File: src/rtl/mtks_pkg.sv
`timescale 1ns / 1ps
// ----------------------------------------------------------------------------
// mtks_pkg
// Shared types, constants and defaults for the markup tag and keyword scanner.
// ----------------------------------------------------------------------------
package mtks_pkg;

    localparam int DEF_PATTERN_CHARS = 8;
    localparam int DEF_POSITION_BITS = 32;
    localparam int DEF_DEPTH_BITS    = 8;

    localparam logic [7:0] CH_OPEN  = 8'h3C;   // '<'
    localparam logic [7:0] CH_CLOSE = 8'h3E;   // '>'

    localparam logic [3:0] COUNT_MAX      = 4'd15;
    localparam logic [3:0] SCRIPT_LEN     = 4'd6;
    localparam logic [3:0] END_SCRIPT_LEN = 4'd7;

    // "script" and "/script", first character at index zero
    localparam logic [7:0] WORD_SCRIPT [6] = '{8'h73, 8'h63, 8'h72, 8'h69, 8'h70, 8'h74};
    localparam logic [7:0] WORD_END_SCRIPT [7] =
        '{8'h2F, 8'h73, 8'h63, 8'h72, 8'h69, 8'h70, 8'h74};

    typedef enum logic [1:0] {
        CFG_TAG_PATTERN     = 2'd0,
        CFG_TAG_LENGTH      = 2'd1,
        CFG_KEYWORD_PATTERN = 2'd2,
        CFG_KEYWORD_LENGTH  = 2'd3
    } t_cfg_idx;

    typedef struct packed {
        logic [63:0] tag_pattern;
        logic [3:0]  tag_length;
        logic [63:0] keyword_pattern;
        logic [3:0]  keyword_length;
    } t_cfg;

    typedef struct packed {
        logic        tag_hit;
        logic [31:0] tag_pos;
        logic        keyword_hit;
        logic [31:0] keyword_tag_pos;
        logic        keyword_orphan;
    } t_result;

endpackage

File: src/rtl/mtks_cfg.sv
`timescale 1ns / 1ps
// ----------------------------------------------------------------------------
// mtks_cfg
// Configuration registers: search tag and text keyword with their lengths.
// ----------------------------------------------------------------------------
module mtks_cfg
    import mtks_pkg::*;
(
    input  logic        i_clk,
    input  logic        i_rst_n,
    input  logic        i_wr,
    input  logic [1:0]  i_index,
    input  logic [63:0] i_data,
    output t_cfg        o_cfg
);

    t_cfg r_cfg;

    always_ff @(posedge i_clk) begin
        if (!i_rst_n) begin
            r_cfg.tag_pattern     <= '0;
            r_cfg.tag_length      <= 4'd1;
            r_cfg.keyword_pattern <= '0;
            r_cfg.keyword_length  <= '0;
        end else if (i_wr) begin
            unique case (t_cfg_idx'(i_index))
                CFG_TAG_PATTERN:     r_cfg.tag_pattern     <= i_data;
                CFG_TAG_LENGTH:      r_cfg.tag_length      <= i_data[3:0];
                CFG_KEYWORD_PATTERN: r_cfg.keyword_pattern <= i_data;
                CFG_KEYWORD_LENGTH:  r_cfg.keyword_length  <= i_data[3:0];
                default:             r_cfg.tag_length      <= r_cfg.tag_length;
            endcase
        end
    end

    assign o_cfg = r_cfg;

endmodule

File: src/rtl/mtks_core.sv
`timescale 1ns / 1ps
// ----------------------------------------------------------------------------
// mtks_core
// Per-document scan state and the single-pass update for one byte.
// ----------------------------------------------------------------------------
module mtks_core
    import mtks_pkg::*;
#(
    parameter int PATTERN_CHARS = DEF_PATTERN_CHARS,
    parameter int POSITION_BITS = DEF_POSITION_BITS,
    parameter int DEPTH_BITS    = DEF_DEPTH_BITS
) (
    input  logic        i_clk,
    input  logic        i_rst_n,
    input  logic        i_step,
    input  logic [7:0]  i_ch,
    input  logic        i_first,
    input  t_cfg        i_cfg,
    output t_result     o_result
);

    localparam logic [3:0] PAT_CHARS = 4'(PATTERN_CHARS);
    localparam logic [DEPTH_BITS-1:0] DEPTH_MAX = '1;
    localparam int EXT_W = POSITION_BITS + 32;

    typedef struct packed {
        logic [POSITION_BITS-1:0] position;
        logic [DEPTH_BITS-1:0]    depth;
        logic [3:0]               tag_cnt;
        logic                     tag_mis;
        logic [1:0]               scr_mis;
        logic                     in_script;
        logic [3:0]               text_cnt;
        logic                     text_mis;
        logic [POSITION_BITS-1:0] last_tag_pos;
        logic                     have_tag;
    } t_doc_state;

    function automatic logic pat_char_is(logic [63:0] pat, logic [3:0] len,
                                         logic [3:0] idx, logic [7:0] c);
        return (idx < PAT_CHARS) && (idx < len) && (pat[{idx[2:0], 3'b000} +: 8] == c);
    endfunction

    function automatic logic full_match(logic [3:0] cnt, logic mis, logic [3:0] len);
        return !mis && (len != 4'd0) && (len <= PAT_CHARS) && (cnt == len);
    endfunction

    t_doc_state r_st;
    t_doc_state n_st;
    t_doc_state cur;
    logic       t_hit;
    logic       k_hit;
    logic [EXT_W-1:0] here_ext;
    logic [EXT_W-1:0] last_ext;

    always_comb begin
        cur   = i_first ? '0 : r_st;
        n_st  = cur;
        t_hit = 1'b0;
        k_hit = 1'b0;
        priority if (i_ch == CH_OPEN) begin
            if (cur.depth != DEPTH_MAX) n_st.depth = cur.depth + 1'b1;
            n_st.text_cnt = '0;
            n_st.text_mis = 1'b0;
        end else if (i_ch == CH_CLOSE) begin
            n_st.tag_cnt = '0;
            n_st.tag_mis = 1'b0;
            n_st.scr_mis = '0;
            if (cur.depth != '0) n_st.depth = cur.depth - 1'b1;
        end else if (cur.depth != '0) begin
            // inside a tag
            if (!((cur.tag_cnt < SCRIPT_LEN) && (WORD_SCRIPT[cur.tag_cnt[2:0]] == i_ch)))
                n_st.scr_mis[0] = 1'b1;
            if (!((cur.tag_cnt < END_SCRIPT_LEN) &&
                  (WORD_END_SCRIPT[cur.tag_cnt[2:0]] == i_ch)))
                n_st.scr_mis[1] = 1'b1;
            if (!pat_char_is(i_cfg.tag_pattern, i_cfg.tag_length, cur.tag_cnt, i_ch))
                n_st.tag_mis = 1'b1;
            if (cur.tag_cnt != COUNT_MAX) n_st.tag_cnt = cur.tag_cnt + 1'b1;
            if ((n_st.tag_cnt == SCRIPT_LEN && !n_st.scr_mis[0]) ||
                (n_st.tag_cnt == END_SCRIPT_LEN && !n_st.scr_mis[1]))
                n_st.in_script = !cur.in_script;
            if (full_match(n_st.tag_cnt, n_st.tag_mis, i_cfg.tag_length)) begin
                t_hit             = 1'b1;
                n_st.last_tag_pos = cur.position;
                n_st.have_tag     = 1'b1;
            end
        end else if (!cur.in_script && i_cfg.keyword_length != 4'd0) begin
            // plain text outside skip mode
            if (!pat_char_is(i_cfg.keyword_pattern, i_cfg.keyword_length,
                             cur.text_cnt, i_ch))
                n_st.text_mis = 1'b1;
            if (cur.text_cnt != COUNT_MAX) n_st.text_cnt = cur.text_cnt + 1'b1;
            k_hit = full_match(n_st.text_cnt, n_st.text_mis, i_cfg.keyword_length);
        end
        n_st.position = cur.position + 1'b1;
    end

    assign here_ext = {32'b0, cur.position};
    assign last_ext = {32'b0, cur.last_tag_pos};

    always_comb begin
        o_result.tag_hit         = t_hit;
        o_result.tag_pos         = here_ext[31:0];
        o_result.keyword_hit     = k_hit;
        o_result.keyword_tag_pos = (k_hit && cur.have_tag) ? last_ext[31:0] : 32'd0;
        o_result.keyword_orphan  = k_hit && !cur.have_tag;
    end

    always_ff @(posedge i_clk) begin
        if (!i_rst_n) begin
            r_st <= '0;
        end else if (i_step) begin
            r_st <= n_st;
        end
    end

endmodule

File: src/rtl/markup_tag_keyword_scanner.sv
`timescale 1ns / 1ps
// ----------------------------------------------------------------------------
// markup_tag_keyword_scanner
// Scans a markup byte stream, reporting tag-name and text keyword matches.
// ----------------------------------------------------------------------------
//  channel  direction  handshake                payload
//  in       sink       i_in_valid / o_in_ready  i_ch, i_first
//  out      source     o_out_valid / i_out_ready tag and keyword results
//  cfg      sink       i_cfg_valid / o_cfg_ready i_cfg_index, i_cfg_data
//
//  one item per cycle sustained while output is not stalled; path to result
//  (input register, then the scan state update into the result register)
//  the scan state advances when an item moves from input to result register
//  reset is synchronous, active low; clears state, lengths to their defaults
//  a stalled output holds its item; the input register keeps taking items
//  until both stages are full
// ----------------------------------------------------------------------------
module markup_tag_keyword_scanner
    import mtks_pkg::*;
#(
    parameter int PATTERN_CHARS = DEF_PATTERN_CHARS,
    parameter int POSITION_BITS = DEF_POSITION_BITS,
    parameter int DEPTH_BITS    = DEF_DEPTH_BITS
) (
    input  logic        i_clk,
    input  logic        i_rst_n,
    input  logic        i_in_valid,
    output logic        o_in_ready,
    input  logic [7:0]  i_ch,
    input  logic        i_first,
    output logic        o_out_valid,
    input  logic        i_out_ready,
    output logic        o_tag_hit,
    output logic [31:0] o_tag_pos,
    output logic        o_keyword_hit,
    output logic [31:0] o_keyword_tag_pos,
    output logic        o_keyword_orphan,
    input  logic        i_cfg_valid,
    output logic        o_cfg_ready,
    input  logic [1:0]  i_cfg_index,
    input  logic [63:0] i_cfg_data
);

    logic       r_in_valid;
    logic [7:0] r_ch;
    logic       r_first;
    logic       r_out_valid;
    t_result    r_res;
    t_result    n_res;
    t_cfg       cfg;
    logic       advance;

    assign o_cfg_ready = 1'b1;
    assign advance     = r_in_valid && (!r_out_valid || i_out_ready);
    assign o_in_ready  = !r_in_valid || advance;

    mtks_cfg u_cfg (
        .i_clk   (i_clk),
        .i_rst_n (i_rst_n),
        .i_wr    (i_cfg_valid && o_cfg_ready),
        .i_index (i_cfg_index),
        .i_data  (i_cfg_data),
        .o_cfg   (cfg)
    );

    mtks_core #(
        .PATTERN_CHARS (PATTERN_CHARS),
        .POSITION_BITS (POSITION_BITS),
        .DEPTH_BITS    (DEPTH_BITS)
    ) u_core (
        .i_clk    (i_clk),
        .i_rst_n  (i_rst_n),
        .i_step   (advance),
        .i_ch     (r_ch),
        .i_first  (r_first),
        .i_cfg    (cfg),
        .o_result (n_res)
    );

    always_ff @(posedge i_clk) begin
        if (!i_rst_n) begin
            r_in_valid  <= 1'b0;
            r_out_valid <= 1'b0;
        end else begin
            if (o_in_ready) r_in_valid <= i_in_valid;
            if (advance) begin
                r_out_valid <= 1'b1;
            end else if (i_out_ready) begin
                r_out_valid <= 1'b0;
            end
        end
    end

    // payload registers
    always_ff @(posedge i_clk) begin
        if (i_in_valid && o_in_ready) begin
            r_ch    <= i_ch;
            r_first <= i_first;
        end
        if (advance) r_res <= n_res;
    end

    assign o_out_valid       = r_out_valid;
    assign o_tag_hit         = r_res.tag_hit;
    assign o_tag_pos         = r_res.tag_pos;
    assign o_keyword_hit     = r_res.keyword_hit;
    assign o_keyword_tag_pos = r_res.keyword_tag_pos;
    assign o_keyword_orphan  = r_res.keyword_orphan;

`ifndef SYNTH
    a_orphan_has_no_pos: assert property (@(posedge i_clk) disable iff (!i_rst_n)
        (o_out_valid && o_keyword_orphan) |-> (o_keyword_hit && o_keyword_tag_pos == 32'd0))
        else $error("orphan keyword item carries a tag position");

    a_hits_exclusive: assert property (@(posedge i_clk) disable iff (!i_rst_n)
        o_out_valid |-> !(o_tag_hit && o_keyword_hit))
        else $error("tag and keyword hit on the same byte");

    a_stall_only_when_full: assert property (@(posedge i_clk) disable iff (!i_rst_n)
        !o_in_ready |-> (r_in_valid && r_out_valid && !i_out_ready))
        else $error("input stalled with room in the pipeline");

    a_first_at_zero: assert property (@(posedge i_clk) disable iff (!i_rst_n)
        (advance && r_first) |=> (o_out_valid && o_tag_pos == 32'd0))
        else $error("first byte of a document not at position zero");
`endif

endmodule
File: config.mk
export PLATFORM = sky130hd
export DESIGN_NAME = markup_tag_keyword_scanner
export DESIGN_NICKNAME = d
export VERILOG_FILES = /design/src/rtl/mtks_pkg.sv /design/src/rtl/mtks_cfg.sv /design/src/rtl/mtks_core.sv /design/src/rtl/markup_tag_keyword_scanner.sv
export SDC_FILE = /design/constraint.sdc
export NUM_CORES = 1
export LEC_CHECK = 0
export BUFFER_PORTS_ARGS = -buffer_cell sky130_fd_sc_hd__buf_2
export CAP_MARGIN = 10
export CORE_MARGIN = 2
export CORE_UTILIZATION = 61
export CTS_BUF_LIST = sky130_fd_sc_hd__clkbuf_4 sky130_fd_sc_hd__clkbuf_8
export CTS_CLUSTER_SIZE = 28
export DETAILED_ROUTE_END_ITERATION = 8
export PLACE_DENSITY = 0.82
export SYNTH_ARGS = -nofsm -noshare
export SYNTH_HDL_FRONTEND = slang
export SYNTH_SLANG_ARGS = --single-unit
export TNS_END_PERCENT = 50
File: constraint.sdc
create_clock -name i_clk -period 3.89 [get_ports i_clk]
set_input_delay 0.1945 -clock i_clk [delete_from_list [all_inputs] [get_ports i_clk]]
set_output_delay 0.1945 -clock i_clk [all_outputs]
set_load 0.02 [all_outputs]
==> results.py, run 1 <==
metrics = {
    "worst_setup_path": {
        "endpoint_kind": "flip-flop",
        "critPathArrivalTime_ns": 3.76,
        "crit_slowest_cell": "dfxtp_1",
        "cp_max_fo": 33,
        "crit_chain": "nor2b_1, ha_1, ha_1, and2_1, xnor2_1, nand3_1, or4_1, nor4_4, buf_12, mux2i_1",
        "start_kind": "flip-flop",
        "path_class": "reg -> reg",
        "critPathMaxStageDelay_ns": 0.58,
        "crit_path_frequent_cell": "ha_1",
        "critical_path_required_ns": 4.38,
    },
    "yosys": {
        "syn_nets": 1728,
        "async_reset_ff_share_pct": 0,
        "synth.largest_area_cell": "dfxtp_1",
        "synth.ff_latch_count": 300,
        "yosysWarnings": 0,
        "synth_cells": 1633,
        "synthesis.area_um2": 14360,
        "yosys.cell_count.top_type": "nand2_1",
        "synth.distinct_cells": 80,
        "yosysTopAreaCellShare_pct": 31.24,
        "ys_seq_area_share_pct": 47.14,
        "syn_avg_cell_area_um2": 8.791,
        "synthTopCellsByCount": "401 x nand2_1, 224 x dfxtp_1, 167 x a21oi_1, 79 x nor2_1, 76 x edfxtp_1",
        "synthTopCellsByArea": "dfxtp_1 31%, edfxtp_1 16%, nand2_1 10%, a21oi_1 5.8%, mux2i_1 5.2%",
        "synth_edf_count": 76,
        "ys.flop_type": "dfxtp_1",
    },
    "global_route": {
        "antenna_found_initial": 0,
        "grt_pass1_vias": 12080,
        "grt_max_degree": 70,
        "grt_pass1_wl_um": 62260,
        "grt_usage_pct": 31.79,
        "grt_overflow_total": 0,
    },
    "routing": {
        "viasPerCell": 5.864,
        "wl_um": 39850,
        "routedWlPerCell_um": 18.31,
        "drtIter0Drc": 1153,
        "final_antenna_net_count": 0,
        "vias": 12760,
        "firstDrtPassIters": 5,
        "drc": 0,
    },
    "sta": {
        "rsz0062_at_grt": "false",
        "period_needed_ns": 3.270,
        "fmax_mhz": 305.8,
        "fin_skew_ns": 0.03257,
        "slew_violations": 0,
        "hold_slack_ns": 0.08496,
        "setup_tns_ns": 0,
        "period_share_pct": 84.05,
        "fin_ws_ns": 0.6203,
        "hold_violations": 0,
        "tightest_slew_ns": 1.043,
        "relSlewSlack_pct": 30.47,
        "setup_viol": 0,
    },
    "pwr": {
        "power.total_w": 0.006832,
        "ir_drop_v": 0.0003360,
        "power.leakage_nw": 6.007,
        "power_density_nw_per_um2": 402.0,
    },
    "cells_and_area": {
        "drive_gt1_share_pct": 17.30,
        "area_growth_pct": 18.40,
        "fin_nets": 1914,
    },
    "clock_network": {
        "cts.htree.levels": 2,
        "post_cts_buffers": 0,
        "hold_buffers": 76,
        "post_cts_resized": 0,
        "cts.sinks": 300,
        "root_buffer": "clkbuf_8",
        "tritoncts": "yes",
        "clock_tree.buffer_depth": 3,
        "numCtsBuffers": 47,
        "clkTransAtPathRegs_ns": 0.06,
        "clock_latency_ns": 0.59,
    },
    "floorplan": {
        "io_pins": 150,
        "start_util_pct": 61.71,
        "die_x_um": 157.4,
        "dieHeight_um": 157.4,
        "core_um2": 23260,
        "fp-row-count": 56,
        "dieArea_um2": 24780,
    },
    "flow_run": {
        "cap_violations": 0,
    },
    "placement": {
        "port_buffers": 148,
        "gp_congestion": 0.9769,
        "dp_slack_ns": 0.7463,
        "hpwl_um": 25450,
    },
    "worst_hold_path": {
        "hold_path_class": "in -> reg",
    },
    "status": {
        "status": "finished, final reports clean",
    },
}
where the power goes:
group          internal (W)  total (W)  switching, W
Clock               0.00165    0.00291       0.00125
Sequential          0.00329    0.00335     0.0000651
Combinational      0.000214   0.000574      0.000360
Total               0.00515    0.00683       0.00168
sequential cells by signal, indices dropped and copies added (netlist names):
name               count
o_tag_pos             32
o_keyword_tag_pos     32
o_keyword_hit          1
o_tag_hit              1
r_in_valid             1
r_first                1
o_keyword_orphan       1
u_core.r_st           86
u_cfg.o_cfg          136
o_out_valid            1
r_ch                   8
per-layer routing:
metal / GRT usage (%) / wire length [um] / vias to the layer above
met5: 0 / 0 / -
met4: 16.49 / 2001 / 0
met3: 5.424 / 2849 / 129
met2: 53.75 / 19300 / 629
met1: 39.03 / 15700 / 5992
li1: - / - / 6011
path summary, 6_finish.rpt:
| kind | endpoint | cells after the start | slack, ns | startpoint |
|---|---|---|---|---|
| setup / recovery | u_core.r_st[18] | 10 | 0.62 | u_core.r_st[42] |
| hold / removal | u_cfg.o_cfg[68] | 2 | 0.08 | i_rst_n |
| setup reg to reg | u_core.r_st[18] | 10 | 0.62 | u_core.r_st[42] |
| hold reg to reg | u_cfg.o_cfg[90] | 2 | 0.45 | u_cfg.o_cfg[90] |
cell type report:
class,count,area [um^2]
clock inverter,11,118.9
tap,319,399.1
inverter,57,217.7
timing repair buffer,253,1732
antenna,1,2.502
sequential,300,6766
fill,1713,6266
multi-input combinational,1160,6834
clock buffer,75,925.9
logic make-up (layout without fill, tap and decap cells):
kind of cell / Yosys count / after routing / share of synthesized area (%)
multiplexers: 84 / 84 / 6.328
adder cells (fa/ha/maj): 15 / 15 / 1.307
XOR/XNOR: 46 / 46 / 2.807
buffers and inverters: 173 / 396 / 5.404
flip-flops: 300 / 300 / 47.14
AO/OA/AOI/OAI: 306 / 306 / 12.80
other: 1 / 2 / 0.02612
AND/OR/NAND/NOR: 708 / 708 / 24.20
critical path: cells and delay by family (launching register included):
family	cells	cell delay, ns
adder cells (fa/ha/maj)	2	0.61
flip-flops	1	0.58
multiplexers	1	0.24
XOR/XNOR	1	0.15
AND/OR/NAND/NOR	5	1.29
buffers and inverters	1	0.28
layout by cell type, fill, tap and decap left out, types with 11 or more instances in the layout:
| cell | n |
|---|---|
| a21oi_1 | 166 |
| nor2b_1 | 46 |
| xnor2_1 | 23 |
| inv_1 | 53 |
| and2_1 | 17 |
| clkbuf_4 | 17 |
| a22oi_1 | 13 |
| xor2_1 | 23 |
| buf_2 | 148 |
| edfxtp_1 | 76 |
| ha_1 | 15 |
| dlygate4sd3_1 | 76 |
| buf_4 | 28 |
| clkbuf_8 | 58 |
| nand2_1 | 401 |
| nor3b_1 | 11 |
| nand3_1 | 31 |
| nor2_1 | 78 |
| dfxtp_1 | 224 |
| o21ai_0 | 41 |
| nor4_1 | 11 |
| mux2i_1 | 75 |
| nor4_2 | 27 |
| nor3_1 | 19 |
stage by stage:
stage,instances,utilization (%),instance area (um^2)
2_1_floorplan,1633,-,14360
3_3_place_gp,2013,65.29,15190
3_5_place_dp,2013,65.29,15190
4_1_cts,2175,73.05,16990
5_1_grt,2175,73.05,16990
6_report,2176,73.06,17000
No activity file was read; power rests on OpenSTA's default activity.
==> inputs of run 2 (changes only) <==
--- a/config.mk
+++ b/config.mk
@@ -8,11 +8,11 @@
 export BUFFER_PORTS_ARGS = -buffer_cell sky130_fd_sc_hd__buf_2
 export CAP_MARGIN = 10
 export CORE_MARGIN = 2
-export CORE_UTILIZATION = 61
+export CORE_UTILIZATION = 55
 export CTS_BUF_LIST = sky130_fd_sc_hd__clkbuf_4 sky130_fd_sc_hd__clkbuf_8
 export CTS_CLUSTER_SIZE = 28
 export DETAILED_ROUTE_END_ITERATION = 8
-export PLACE_DENSITY = 0.82
+export PLACE_DENSITY = 0.78
 export SYNTH_ARGS = -nofsm -noshare
 export SYNTH_HDL_FRONTEND = slang
 export SYNTH_SLANG_ARGS = --single-unit
==> constraint.sdc (replaced) <==
create_clock -name i_clk -period 2.8 [get_ports i_clk]
set_input_delay 0.14 -clock i_clk [delete_from_list [all_inputs] [get_ports i_clk]]
set_output_delay 0.14 -clock i_clk [all_outputs]
set_load 0.02 [all_outputs]
==> results.py, run 2 (synthesis results as in run 1) <==
metrics = {
    "clock_network": {
        "clock_latency_ns": 0.60,
        "root_buffer": "clkbuf_8",
        "numCtsBuffers": 48,
        "clkTransAtPathRegs_ns": 0.07,
        "cts.sinks": 300,
        "clock_tree.buffer_depth": 3,
        "tritoncts": "yes",
        "cts.htree.levels": 2,
    },
    "worst_setup_path": {
        "crit_slowest_cell": "edfxtp_1",
        "path_class": "reg -> reg",
        "crit_chain": "buf_6, buf_12, or3b_4, o22ai_2, a21oi_2, or3_4, a221oi_4, nand4_4, clkbuf_16, nor4_4",
        "timing.rr.start": "r_first",
        "crit_family": "simple AND/OR/NAND/NOR gates",
        "reg2reg_to": "o_keyword_tag_pos[24]",
        "start_kind": "flip-flop",
        "endpoint_kind": "flip-flop",
        "critPathMaxStageDelay_ns": 0.39,
        "cp_max_fo": 6,
        "critPathArrivalTime_ns": 3.39,
        "critical_path_required_ns": 3.19,
        "regToRegSetupSlack_ns": -0.20,
        "rr_worst_depth": 10,
        "path_buf_inv": 3,
    },
    "global_route": {
        "grt_usage_pct": 30.14,
        "antenna_found_initial": 0,
        "grt.met2_usage_pct": 52.40,
        "grt_pass1_wl_um": 65050,
        "grt_pass1_vias": 12440,
        "grt_util_met1_pct": 37.36,
        "grt_overflow_total": 0,
        "grt_util_met3_pct": 4.570,
        "busiest_layer": "met2",
        "grt_max_degree": 126,
    },
    "sta": {
        "tightest_slew_ns": 0.8139,
        "fin_skew_ns": 0.05246,
        "fin_ws_ns": -0.1977,
        "relSlewSlack_pct": 45.74,
        "setup_viol": 64,
        "rsz0062_at_grt": "true",
        "period_share_pct": 107.1,
        "slew_violations": 0,
        "period_needed_ns": 2.998,
        "fmax_mhz": 333.6,
        "hold_violations": 0,
    },
    "routing": {
        "drtIter0Drc": 1301,
        "final_antenna_net_count": 0,
        "drc": 0,
        "vias": 13210,
        "viasPerCell": 5.772,
        "routedWlPerCell_um": 18.72,
        "wl_um": 42840,
        "firstDrtPassIters": 6,
    },
    "placement": {
        "placed_area_um2": 15840,
        "port_buffers": 148,
        "dp_slack_ns": -0.1544,
        "hpwl_um": 26550,
        "gp_congestion": 1.028,
    },
    "pwr": {
        "power.total_w": 0.009669,
        "ir_drop_v": 0.0006594,
        "power.leakage_nw": 6.672,
        "power_density_nw_per_um2": 527.1,
    },
    "floorplan": {
        "start_util_pct": 55.56,
        "fp-row-count": 59,
        "core_um2": 25840,
        "io_pins": 150,
        "dieHeight_um": 165.6,
        "die_x_um": 165.6,
        "dieArea_um2": 27410,
    },
    "cells_and_area": {
        "largest_register_ffs": 136,
        "final_core_util_pct": 70.99,
        "diodes": 0,
        "area_growth_pct": 27.78,
        "final_common_cell": "nand2_1",
        "final_cell_mix": "400 x nand2_1, 221 x dfxtp_1, 163 x a21oi_1",
        "fin_nets": 2009,
        "design_area_um2": 18340,
        "drive_gt1_share_pct": 24.17,
    },
    "worst_hold_path": {
        "hold_path_class": "in -> reg",
        "hp-start": "i_cfg_valid",
        "hold_depth": 4,
        "hold_path_end": "u_cfg.o_cfg[69]",
    },
    "status": {
        "violations": "negative setup slack",
        "status": "finished, violations left",
    },
    "flow_run": {
        "cap_violations": 0,
    },
}
run 2: final cells by class:
type | instances | area, um^2
well taps | 335 | 419.2
multi-input cells | 1160 | 7148
inverters | 57 | 222.7
repair buffers | 347 | 2709
clock inverters | 12 | 105.1
clock buffers | 77 | 965.9
flip-flops and latches | 300 | 6773
fillers | 1884 | 7495
run 2: how the worst max path moves through the flow:
stage                  from                    end  depth (start not counted)
floorplan           r_first        u_core.r_st[84]                         14
global placement    r_first        u_core.r_st[19]                         11
detailed placement  r_first         u_core.r_st[7]                         11
CTS                 r_first   o_keyword_tag_pos[0]                          9
global route        r_first  o_keyword_tag_pos[24]                         12
finish              r_first  o_keyword_tag_pos[24]                         10
run 2: per-layer routing:
metal	wire, um	up-vias
li1	-	6185
met3	3112	128
met4	1857	0
met2	21220	625
met1	16650	6268
met5	0	-
run 2: tightest hold or removal path: stages:
cell      delay (ns)
buf_2           0.12
nand3b_1        0.22
mux2i_1         0.11
nor2_1          0.07
run 2: repair_timing:
item,in CTS,in global routing
cloned,1,7
hold buffers,77,0
pin swaps,4,18
buffers inserted,7,12
resized for setup,15,50
endpoints found under the setup margin,52,78
endpoints found under the hold margin,157,0
run 2: power by group:
part           switching (W)  internal [W]
Clock                0.00180       0.00230
Sequential         0.0000729       0.00457
Combinational       0.000548      0.000378
run 2: per-stage QoR:
stage	hold WS, ns	setup TNS (ns)	cells
after floorplan	0.2389	-11.51	1633
after global placement	0.3184	-3.586	2096
after detailed placement	0.3187	-3.944	2096
after CTS	0.09756	-0.8696	2270
after global routing	0.1606	-10.90	2288
final	0.1114	-6.272	2288
